### src/design/rcsd_pkg.sv
`timescale 1ns / 1ps
`default_nettype none

package rcsd_pkg;

    // field widths
    localparam int W_SAMPLE   = 16;
    localparam int W_DZ       = 14;
    localparam int W_GAIN     = 18;
    localparam int W_CFG_DATA = 18;
    localparam int W_CFG_IDX  = 3;

    // fixed point: Q2.14 samples, Q4.14 gain
    localparam int FRAC_BITS = 14;
    localparam int W_PROD    = W_SAMPLE + W_GAIN;
    localparam int W_ROUND   = W_PROD + 1;
    localparam int W_SCALED  = W_ROUND - FRAC_BITS;

    // switch range check: 1.1 in Q2.14, truncated
    localparam logic signed [W_SAMPLE-1:0] SW_LIMIT = 16'sd18022;

    // register reset values
    localparam logic [W_DZ-1:0]            DEAD_ZONE_RST  = 14'd4096;
    localparam logic [W_GAIN-1:0]          STICK_GAIN_RST = 18'd21845;
    localparam logic signed [W_SAMPLE-1:0] MODE_TH_RST    = 16'sd12288;
    localparam logic signed [W_SAMPLE-1:0] GEAR_TH_RST    = 16'sd12288;
    localparam logic signed [W_SAMPLE-1:0] REBOOT_TH_RST  = 16'sd8192;

    // configuration register indexes
    typedef enum logic [W_CFG_IDX-1:0] {
        CFG_DEAD_ZONE  = 3'd0,
        CFG_STICK_GAIN = 3'd1,
        CFG_MODE_TH    = 3'd2,
        CFG_GEAR_TH    = 3'd3,
        CFG_REBOOT_TH  = 3'd4
    } t_cfg_reg;

endpackage

`default_nettype wire

### src/design/rcsd_in_if.sv
`timescale 1ns / 1ps
`default_nettype none

interface rcsd_in_if;
    import rcsd_pkg::*;

    logic                       valid;
    logic                       ready;
    logic signed [W_SAMPLE-1:0] roll_in;
    logic signed [W_SAMPLE-1:0] pitch_in;
    logic signed [W_SAMPLE-1:0] throttle_in;
    logic signed [W_SAMPLE-1:0] yaw_in;
    logic signed [W_SAMPLE-1:0] mode_switch;
    logic signed [W_SAMPLE-1:0] gear_switch;
    logic signed [W_SAMPLE-1:0] reboot_switch;
    logic                       clear_hover_entry;

    modport source (
        output valid, roll_in, pitch_in, throttle_in, yaw_in,
               mode_switch, gear_switch, reboot_switch, clear_hover_entry,
        input  ready
    );

    modport sink (
        input  valid, roll_in, pitch_in, throttle_in, yaw_in,
               mode_switch, gear_switch, reboot_switch, clear_hover_entry,
        output ready
    );
endinterface

`default_nettype wire

### src/design/rcsd_out_if.sv
`timescale 1ns / 1ps
`default_nettype none

interface rcsd_out_if;
    import rcsd_pkg::*;

    logic                       valid;
    logic                       ready;
    logic signed [W_SAMPLE-1:0] roll_out;
    logic signed [W_SAMPLE-1:0] pitch_out;
    logic signed [W_SAMPLE-1:0] throttle_out;
    logic signed [W_SAMPLE-1:0] yaw_out;
    logic                       hover_active;
    logic                       hover_entered;
    logic                       command_active;
    logic                       command_entered;
    logic                       reboot_request;
    logic                       switches_valid;

    modport source (
        output valid, roll_out, pitch_out, throttle_out, yaw_out,
               hover_active, hover_entered, command_active, command_entered,
               reboot_request, switches_valid,
        input  ready
    );

    modport sink (
        input  valid, roll_out, pitch_out, throttle_out, yaw_out,
               hover_active, hover_entered, command_active, command_entered,
               reboot_request, switches_valid,
        output ready
    );
endinterface

`default_nettype wire

### src/design/rcsd_stick.sv
`timescale 1ns / 1ps
`default_nettype none

module rcsd_stick
    import rcsd_pkg::*;
(
    input  wire logic signed [W_SAMPLE-1:0] i_x,
    input  wire logic        [W_DZ-1:0]     i_dead_zone,
    input  wire logic        [W_GAIN-1:0]   i_gain,
    output logic signed      [W_SAMPLE-1:0] o_y
);

    localparam logic [W_ROUND-1:0]  ROUND_HALF = W_ROUND'(1) << (FRAC_BITS - 1);
    localparam logic [W_SCALED-1:0] POS_MAX    = W_SCALED'(32767);
    localparam logic [W_SCALED-1:0] NEG_MAX    = W_SCALED'(32768);

    logic signed [W_SAMPLE:0] x_ext;
    logic signed [W_SAMPLE:0] dz_ext;
    logic signed [W_SAMPLE:0] diff;
    logic                     above;
    logic                     below;
    logic [W_SAMPLE-1:0]      mag;
    logic [W_PROD-1:0]        prod;
    logic [W_ROUND-1:0]       rounded;
    logic [W_SCALED-1:0]      scaled;

    // strict compare against the symmetric dead zone
    assign x_ext  = {i_x[W_SAMPLE-1], i_x};
    assign dz_ext = {{(W_SAMPLE + 1 - W_DZ){1'b0}}, i_dead_zone};
    assign above  = x_ext > dz_ext;
    assign below  = x_ext < -dz_ext;

    // distance beyond the edge, at most 32768 so it fits unsigned
    assign diff = above ? (x_ext - dz_ext) : (-x_ext - dz_ext);
    assign mag  = diff[W_SAMPLE-1:0];

    // gain, round half up on magnitude, drop fraction bits
    assign prod    = W_PROD'(mag) * W_PROD'(i_gain);
    assign rounded = W_ROUND'(prod) + ROUND_HALF;
    assign scaled  = rounded[W_ROUND-1:FRAC_BITS];

    // saturate and restore sign
    always_comb begin
        if (above) begin
            o_y = (scaled > POS_MAX) ? 16'sh7FFF : $signed(scaled[W_SAMPLE-1:0]);
        end else if (below) begin
            o_y = (scaled > NEG_MAX) ? 16'sh8000
                                     : $signed(W_SAMPLE'(~scaled[W_SAMPLE-1:0] + 16'd1));
        end else begin
            o_y = '0;
        end
    end

endmodule

`default_nettype wire

### src/design/rc_stick_deadzone_switch_decoder_top.sv
`timescale 1ns / 1ps
`default_nettype none

// Radio-control frame decoder. Each accepted word is one frame: four sticks get
// a dead zone and a gain rescale with saturation, and the mode, gear and reboot
// channels are turned into hover, command and reboot flags by threshold and
// crossing tests against the previous frame. A frame is taken every cycle when
// the output side keeps up; each frame passes through the input register and
// then the result register, and the stick multipliers and the switch state
// update sit between them. The first frame after reset seeds the previous
// switch values. The user must write registers through the plain write port
// only while no frame is in flight; the block itself does not enforce this.

module rc_stick_deadzone_switch_decoder_top
    import rcsd_pkg::*;
(
    input  wire logic                  i_clk,
    input  wire logic                  i_rst_n,
    input  wire logic                  i_cfg_we,
    input  wire logic [W_CFG_IDX-1:0]  i_cfg_idx,
    input  wire logic [W_CFG_DATA-1:0] i_cfg_data,
    rcsd_in_if.sink                    i_in,
    rcsd_out_if.source                 o_out
);

    // configuration registers
    logic        [W_DZ-1:0]     r_dead_zone;
    logic        [W_GAIN-1:0]   r_stick_gain;
    logic signed [W_SAMPLE-1:0] r_mode_th;
    logic signed [W_SAMPLE-1:0] r_gear_th;
    logic signed [W_SAMPLE-1:0] r_reboot_th;

    always_ff @(posedge i_clk) begin
        if (!i_rst_n) begin
            r_dead_zone  <= DEAD_ZONE_RST;
            r_stick_gain <= STICK_GAIN_RST;
            r_mode_th    <= MODE_TH_RST;
            r_gear_th    <= GEAR_TH_RST;
            r_reboot_th  <= REBOOT_TH_RST;
        end else if (i_cfg_we) begin
            case (i_cfg_idx)
                CFG_DEAD_ZONE:  r_dead_zone  <= i_cfg_data[W_DZ-1:0];
                CFG_STICK_GAIN: r_stick_gain <= i_cfg_data[W_GAIN-1:0];
                CFG_MODE_TH:    r_mode_th    <= $signed(i_cfg_data[W_SAMPLE-1:0]);
                CFG_GEAR_TH:    r_gear_th    <= $signed(i_cfg_data[W_SAMPLE-1:0]);
                CFG_REBOOT_TH:  r_reboot_th  <= $signed(i_cfg_data[W_SAMPLE-1:0]);
                default: ;
            endcase
        end
    end

    // handshake: input register feeds result register
    logic r_s1_valid;
    logic r_s2_valid;
    logic s2_free;
    logic s1_adv;
    logic in_take;

    assign s2_free    = !r_s2_valid || o_out.ready;
    assign s1_adv     = r_s1_valid && s2_free;
    assign i_in.ready = !r_s1_valid || s2_free;
    assign in_take    = i_in.valid && i_in.ready;

    always_ff @(posedge i_clk) begin
        if (!i_rst_n) begin
            r_s1_valid <= 1'b0;
            r_s2_valid <= 1'b0;
        end else begin
            if (in_take) begin
                r_s1_valid <= 1'b1;
            end else if (s1_adv) begin
                r_s1_valid <= 1'b0;
            end
            if (s1_adv) begin
                r_s2_valid <= 1'b1;
            end else if (o_out.ready) begin
                r_s2_valid <= 1'b0;
            end
        end
    end

    // input register
    logic signed [W_SAMPLE-1:0] r_s1_stick [4];
    logic signed [W_SAMPLE-1:0] r_s1_mode;
    logic signed [W_SAMPLE-1:0] r_s1_gear;
    logic signed [W_SAMPLE-1:0] r_s1_reboot;
    logic                       r_s1_clear;

    always_ff @(posedge i_clk) begin
        if (in_take) begin
            r_s1_stick[0] <= i_in.roll_in;
            r_s1_stick[1] <= i_in.pitch_in;
            r_s1_stick[2] <= i_in.throttle_in;
            r_s1_stick[3] <= i_in.yaw_in;
            r_s1_mode     <= i_in.mode_switch;
            r_s1_gear     <= i_in.gear_switch;
            r_s1_reboot   <= i_in.reboot_switch;
            r_s1_clear    <= i_in.clear_hover_entry;
        end
    end

    // stick lanes
    logic signed [W_SAMPLE-1:0] stick_y [4];

    for (genvar g = 0; g < 4; g++) begin : g_stick
        rcsd_stick u_stick (
            .i_x         (r_s1_stick[g]),
            .i_dead_zone (r_dead_zone),
            .i_gain      (r_stick_gain),
            .o_y         (stick_y[g])
        );
    end

    // switch state
    logic signed [W_SAMPLE-1:0] r_prev_mode;
    logic signed [W_SAMPLE-1:0] r_prev_gear;
    logic signed [W_SAMPLE-1:0] r_prev_reboot;
    logic                       r_seen_first;
    logic                       r_hover;
    logic                       r_hover_entry;
    logic                       r_command;
    logic                       r_command_entry;

    logic signed [W_SAMPLE-1:0] pm;
    logic signed [W_SAMPLE-1:0] pg;
    logic signed [W_SAMPLE-1:0] pr;
    logic                       n_hover;
    logic                       n_hover_entry;
    logic                       n_command;
    logic                       n_command_entry;
    logic                       n_reboot;
    logic                       n_valid;

    // previous values, seeded from the frame itself on the first one
    assign pm = r_seen_first ? r_prev_mode   : r_s1_mode;
    assign pg = r_seen_first ? r_prev_gear   : r_s1_gear;
    assign pr = r_seen_first ? r_prev_reboot : r_s1_reboot;

    always_comb begin
        // hover and its sticky entry flag
        n_hover_entry = r_s1_clear ? 1'b0 : r_hover_entry;
        if (pm < r_mode_th && r_s1_mode > r_mode_th) begin
            n_hover_entry = 1'b1;
        end
        n_hover = r_s1_mode > r_mode_th;

        // command flags move only in hover
        n_command       = r_command;
        n_command_entry = r_command_entry;
        if (n_hover) begin
            if (pg < r_gear_th && r_s1_gear > r_gear_th) begin
                n_command_entry = 1'b1;
            end else if (r_s1_gear < r_gear_th) begin
                n_command_entry = 1'b0;
            end
            n_command = r_s1_gear > r_gear_th;
        end

        // reboot edge outside hover and command
        n_reboot = !n_hover && !n_command && pr < r_reboot_th && r_s1_reboot > r_reboot_th;

        // range check of the switch channels
        n_valid = r_s1_mode >= -SW_LIMIT && r_s1_mode <= SW_LIMIT
               && r_s1_gear >= -SW_LIMIT && r_s1_gear <= SW_LIMIT
               && r_s1_reboot >= -SW_LIMIT && r_s1_reboot <= SW_LIMIT;
    end

    always_ff @(posedge i_clk) begin
        if (!i_rst_n) begin
            r_prev_mode     <= '0;
            r_prev_gear     <= '0;
            r_prev_reboot   <= '0;
            r_seen_first    <= 1'b0;
            r_hover         <= 1'b1;
            r_hover_entry   <= 1'b0;
            r_command       <= 1'b1;
            r_command_entry <= 1'b0;
        end else if (s1_adv) begin
            r_prev_mode     <= r_s1_mode;
            r_prev_gear     <= r_s1_gear;
            r_prev_reboot   <= r_s1_reboot;
            r_seen_first    <= 1'b1;
            r_hover         <= n_hover;
            r_hover_entry   <= n_hover_entry;
            r_command       <= n_command;
            r_command_entry <= n_command_entry;
        end
    end

    // result register
    logic signed [W_SAMPLE-1:0] r_out_stick [4];
    logic                       r_out_reboot;
    logic                       r_out_valid_sw;

    always_ff @(posedge i_clk) begin
        if (s1_adv) begin
            r_out_stick[0] <= stick_y[0];
            r_out_stick[1] <= stick_y[1];
            r_out_stick[2] <= stick_y[2];
            r_out_stick[3] <= stick_y[3];
            r_out_reboot   <= n_reboot;
            r_out_valid_sw <= n_valid;
        end
    end

    assign o_out.valid           = r_s2_valid;
    assign o_out.roll_out        = r_out_stick[0];
    assign o_out.pitch_out       = r_out_stick[1];
    assign o_out.throttle_out    = r_out_stick[2];
    assign o_out.yaw_out         = r_out_stick[3];
    assign o_out.hover_active    = r_hover;
    assign o_out.hover_entered   = r_hover_entry;
    assign o_out.command_active  = r_command;
    assign o_out.command_entered = r_command_entry;
    assign o_out.reboot_request  = r_out_reboot;
    assign o_out.switches_valid  = r_out_valid_sw;

`ifndef SYNTHESIS
    // a frame leaving the input register lands in the result register
    a_adv_fills_out: assert property (@(posedge i_clk) disable iff (!i_rst_n)
        s1_adv |=> r_s2_valid)
        else $error("frame lost between input and result register");

    // reboot never reported while hover or command is active
    a_reboot_gated: assert property (@(posedge i_clk) disable iff (!i_rst_n)
        r_s2_valid |-> !(r_out_reboot && (r_hover || r_command)))
        else $error("reboot request during hover or command");

    // state only moves when a frame advances
    a_state_hold: assert property (@(posedge i_clk) disable iff (!i_rst_n)
        !s1_adv |=> $stable(r_seen_first) && $stable(r_hover) && $stable(r_command))
        else $error("switch state changed without a frame");
`endif

endmodule

`default_nettype wire
### src/flat_wrapper.sv
// flat-port wrapper written by rule: the top's interface ports become plain ports
module rc_stick_deadzone_switch_decoder_top_flat import rcsd_pkg::*;
  (i_clk, i_rst_n, i_cfg_we, i_cfg_idx, i_cfg_data, i_in_valid, i_in_roll_in, i_in_pitch_in, i_in_throttle_in, i_in_yaw_in, i_in_mode_switch, i_in_gear_switch, i_in_reboot_switch, i_in_clear_hover_entry, i_in_ready, o_out_valid, o_out_roll_out, o_out_pitch_out, o_out_throttle_out, o_out_yaw_out, o_out_hover_active, o_out_hover_entered, o_out_command_active, o_out_command_entered, o_out_reboot_request, o_out_switches_valid, o_out_ready);
  rcsd_in_if i_in_i ();
  rcsd_out_if o_out_i ();
  input  wire logic i_clk;
  input  wire logic i_rst_n;
  input  wire logic i_cfg_we;
  input  wire logic [W_CFG_IDX-1:0] i_cfg_idx;
  input  wire logic [W_CFG_DATA-1:0] i_cfg_data;
  input wire logic [$bits(i_in_i.valid)-1:0] i_in_valid;
  input wire logic [$bits(i_in_i.roll_in)-1:0] i_in_roll_in;
  input wire logic [$bits(i_in_i.pitch_in)-1:0] i_in_pitch_in;
  input wire logic [$bits(i_in_i.throttle_in)-1:0] i_in_throttle_in;
  input wire logic [$bits(i_in_i.yaw_in)-1:0] i_in_yaw_in;
  input wire logic [$bits(i_in_i.mode_switch)-1:0] i_in_mode_switch;
  input wire logic [$bits(i_in_i.gear_switch)-1:0] i_in_gear_switch;
  input wire logic [$bits(i_in_i.reboot_switch)-1:0] i_in_reboot_switch;
  input wire logic [$bits(i_in_i.clear_hover_entry)-1:0] i_in_clear_hover_entry;
  output wire logic [$bits(i_in_i.ready)-1:0] i_in_ready;
  output wire logic [$bits(o_out_i.valid)-1:0] o_out_valid;
  output wire logic [$bits(o_out_i.roll_out)-1:0] o_out_roll_out;
  output wire logic [$bits(o_out_i.pitch_out)-1:0] o_out_pitch_out;
  output wire logic [$bits(o_out_i.throttle_out)-1:0] o_out_throttle_out;
  output wire logic [$bits(o_out_i.yaw_out)-1:0] o_out_yaw_out;
  output wire logic [$bits(o_out_i.hover_active)-1:0] o_out_hover_active;
  output wire logic [$bits(o_out_i.hover_entered)-1:0] o_out_hover_entered;
  output wire logic [$bits(o_out_i.command_active)-1:0] o_out_command_active;
  output wire logic [$bits(o_out_i.command_entered)-1:0] o_out_command_entered;
  output wire logic [$bits(o_out_i.reboot_request)-1:0] o_out_reboot_request;
  output wire logic [$bits(o_out_i.switches_valid)-1:0] o_out_switches_valid;
  input wire logic [$bits(o_out_i.ready)-1:0] o_out_ready;
  assign i_in_i.valid = i_in_valid;
  assign i_in_i.roll_in = i_in_roll_in;
  assign i_in_i.pitch_in = i_in_pitch_in;
  assign i_in_i.throttle_in = i_in_throttle_in;
  assign i_in_i.yaw_in = i_in_yaw_in;
  assign i_in_i.mode_switch = i_in_mode_switch;
  assign i_in_i.gear_switch = i_in_gear_switch;
  assign i_in_i.reboot_switch = i_in_reboot_switch;
  assign i_in_i.clear_hover_entry = i_in_clear_hover_entry;
  assign i_in_ready = i_in_i.ready;
  assign o_out_valid = o_out_i.valid;
  assign o_out_roll_out = o_out_i.roll_out;
  assign o_out_pitch_out = o_out_i.pitch_out;
  assign o_out_throttle_out = o_out_i.throttle_out;
  assign o_out_yaw_out = o_out_i.yaw_out;
  assign o_out_hover_active = o_out_i.hover_active;
  assign o_out_hover_entered = o_out_i.hover_entered;
  assign o_out_command_active = o_out_i.command_active;
  assign o_out_command_entered = o_out_i.command_entered;
  assign o_out_reboot_request = o_out_i.reboot_request;
  assign o_out_switches_valid = o_out_i.switches_valid;
  assign o_out_i.ready = o_out_ready;
  rc_stick_deadzone_switch_decoder_top u_core (.i_clk(i_clk), .i_rst_n(i_rst_n), .i_cfg_we(i_cfg_we), .i_cfg_idx(i_cfg_idx), .i_cfg_data(i_cfg_data), .i_in(i_in_i), .o_out(o_out_i));
endmodule
### config.mk
export PLATFORM = sky130hd
export DESIGN_NAME = rc_stick_deadzone_switch_decoder_top_flat
export DESIGN_NICKNAME = d
export VERILOG_FILES = /design/src/design/rcsd_pkg.sv /design/src/design/rcsd_in_if.sv /design/src/design/rcsd_out_if.sv /design/src/design/rcsd_stick.sv /design/src/design/rc_stick_deadzone_switch_decoder_top.sv /design/src/flat_wrapper.sv
export SDC_FILE = /design/constraint.sdc
export NUM_CORES = 2
export LEC_CHECK = 0
export ABC_AREA = 1
export BUFFER_PORTS_ARGS = -buffer_cell sky130_fd_sc_hd__buf_2
export CAP_MARGIN = 20
export CORE_ASPECT_RATIO = 0.75
export CORE_MARGIN = 8
export CORE_UTILIZATION = 25
export DETAILED_ROUTE_END_ITERATION = 10
export PLACE_DENSITY = 0.37
export SYNTH_ARGS = -nofsm -noshare
export SYNTH_HDL_FRONTEND = slang
export SYNTH_SLANG_ARGS = --single-unit
### constraint.sdc
create_clock -name i_clk -period 11.4 [get_ports i_clk]
set_input_delay 0 -clock i_clk [delete_from_list [all_inputs] [get_ports i_clk]]
set_output_delay 0 -clock i_clk [all_outputs]
set_load 0.005 [all_outputs]
==> out/summary.txt <==
Outcome - complete, no violations
Number of global-route vias before repair - 58200
Critical path data arrival time - 11.02 ns
CP Launch Type - flop
H-tree levels - 2
Post-Syn Area - 0.0642 mm^2
Ys Warns - 0
# port buffers - 210
First-pass GRT wire length - 379000 um
Io pins - 211
Pre-antenna DRT Iters - 6
Gpl congestion - 0.871
Initial Util - 25.1%
Most common library cells after synthesis - inv_1, nand2_1, fa_1
Distinct cells, synth - 63
Synth top area cells - fa_1, ha_1, inv_1
CP peak stage delay - 0.58 ns
Final setup vio count - 0
Slew Limit Fails - 0
Synth Instances - 8458
Clk_skew - 0.0461 ns
HPWL Detailed - 199000 um
Synth area leader - fa_1
Num CTS Buffers - 43
Fin worst setup slack - 0.813 ns
Gr usage total - 18.2%
Routed vias - 56000
Number of synthesized flops with an enable pin - 179
Post-synthesis register bit count - 314
Met2 Routed Length - 112000 um
Num Clock Sinks - 314
Count leader, synth - inv_1
Row count - 161
CP max-delay cell - fa_1
Fill count - 28000
Syn_area_per_cell - 7.60 um^2
CP required - 11.83 ns
Rel. slew slack - 25.6%
Place WS - 0.700 ns
Final hold vios - 0
Most used cell, CP - nand2_1
Mapped Nets - 10300
Max Clock Freq - 94.5 MHz
DR iter-0 viols - 3815
Crit end category - flop
Nets@finish - 10600
Largest net degree at the start of global routing - 101
Post-synth top area share - 28.0%
Layout cells sized above 1 - 6.94%
Worst-margin pin slew - 1.11 ns
Clock tree buffer depth - 3
TritonCTS clock tree - done
Chip Height - 455 um
Die Width - 601 um
Core area - 0.256 mm^2
Area Overhead vs Synth - 13.6%
Via/cell ratio - 4.58
Hold Path Class - in2reg
Final Cycle Share - 92.9%
Routed Wire Length - 250000 um
Post-route DRC - 0
Async set-or-reset flop fraction in the synthesized netlist - 0%
Tmin final - 10.59 ns
Final TNS setup - 0 ns
Clk_lat worst skew - 0.71 ns
Clock Tree Root - clkbuf_16
WL met3 - 10200 um
Reg-to-reg slack, setup - 0.81 ns
WL met1 - 123000 um
Total of max-cap violations - 0
Register area share after synthesis - 12.6%
DR top layer - met5
Clock-pin slew on the worst setup and hold paths - 0.07 ns
Die area - 0.274 mm^2
Grt ovf - 0
RSZ-0062 raised after global routing - false
Crit-path max FO - 14
Predominant post-synthesis flop cell - edfxtp_1
WL per Instance - 20.4 um
WS Path Type - reg2reg
Antenna-violating nets left - 0
Initial antenna violation count - 19
## cell families after synthesis
family	count (synthesis)	synth area share [%]
flops	314	12.6
buf+inv	2125	12.6
fa+ha+maj	1710	43.8
compound gates	943	8.14
simple gates	3249	21.2
xor+xnor	117	1.69
## layout make-up
type | instances | area, um^2 | area share (%)
diodes | 2 | 5.00 | 0.00686
clock buffers | 57 | 1210 | 1.66
clock inverters | 23 | 238 | 0.326
inverters | 1857 | 6980 | 9.57
multi-input cells | 6019 | 48100 | 65.9
flip-flops and latches | 314 | 8100 | 11.1
well taps | 3423 | 4280 | 5.87
repair buffers | 540 | 4050 | 5.55
## worst max-delay path: cells and delay by family, from the launching register on
kind / cells / cell delay, ns
flops: 1 / 0.32
fa+ha+maj: 9 / 4.44
xor+xnor: 1 / 0.18
compound gates: 12 / 1.94
simple gates: 20 / 2.45
buf+inv: 6 / 1.01
## registers in the layout, summed over array words and instances, names as in the netlist, named ones only
register and count:
u_core.r_s1_gear 16, u_core.r_seen_first 1, u_core.r_prev_gear 16, u_core.r_reboot_th 16, u_core.r_s1_valid 1, u_core.r_s1_stick 64, u_core.o_out.hover_active 1, u_core.o_out.hover_entered 1
u_core.r_s1_mode 16, u_core.r_prev_reboot 16, u_core.r_prev_mode 16, u_core.r_gear_th 16, u_core.r_out_stick 64, u_core.r_mode_th 16, u_core.o_out.reboot_request 1, u_core.o_out.switches_valid 1
u_core.r_s1_reboot 16, u_core.r_s1_clear 1, u_core.o_out.command_entered 1, u_core.o_out.valid 1, u_core.r_dead_zone 14, u_core.r_stick_gain 18
## per-layer routing
layer  global-route usage, %  up-vias
li1                        -    26700
met4                    3.36        4
met3                    1.93      181
met1                    26.1    27900
met5                       0        -
met2                    29.8     1176
## path summary, 6_finish.rpt
| path | startpoint | endpoint | cells after the start |
|---|---|---|---|
| min reg2reg | u_core.o_out.hover_active$_SDFFE_PN1P_ | u_core.o_out.hover_active$_SDFFE_PN1P_ | 2 |
| max | u_core.r_dead_zone[3]$_SDFFE_PN0P_ | u_core.r_out_stick[3][3]$_DFFE_PP_ | 48 |
| max reg2reg | u_core.r_dead_zone[3]$_SDFFE_PN0P_ | u_core.r_out_stick[3][3]$_DFFE_PP_ | 48 |
| min | i_in_yaw_in[12] | u_core.r_s1_stick[3][12]$_DFFE_PP_ | 2 |
## per-stage QoR
step                      instances  hold slack [ns]  instance area [um^2]  utilization [%]
after detailed placement      12000            0.178                 69600             27.2
after global routing          12200           0.0282                 73000             28.5
after floorplan                8458           0.0989                 64200                -
final                         12200           0.0512                 73000             28.5
after CTS                     12200          0.00237                 73000             28.5
after global placement        12000            0.177                 69500             27.2
## timing repair
item	in CTS	in global routing
setup endpoints to repair	0	16
hold buffers	195	0
gates resized for setup	0	3
buffers inserted	0	0
hold endpoints to repair	209	0
## layout by cell type, fill, tap and decap left out, types with 44 or more instances in the layout
| cell type | n |
|---|---|
| fa_1 | 900 |
| inv_2 | 44 |
| nand2_1 | 1729 |
| xor2_1 | 88 |
| a31oi_1 | 47 |
| dlygate4sd3_1 | 195 |
| o21ai_0 | 329 |
| nor3_1 | 51 |
| a21oi_1 | 412 |
| buf_4 | 134 |
| nor2_1 | 899 |
| nand4_1 | 51 |
| nand3_1 | 310 |
| clkbuf_16 | 45 |
| nand3b_1 | 49 |
| dfxtp_1 | 119 |
| edfxtp_1 | 179 |
| inv_1 | 1802 |
| ha_1 | 810 |
| buf_2 | 209 |
Power is not shown: default switching activity piles up to over one toggle a cycle in this logic, so the estimate is an artifact.
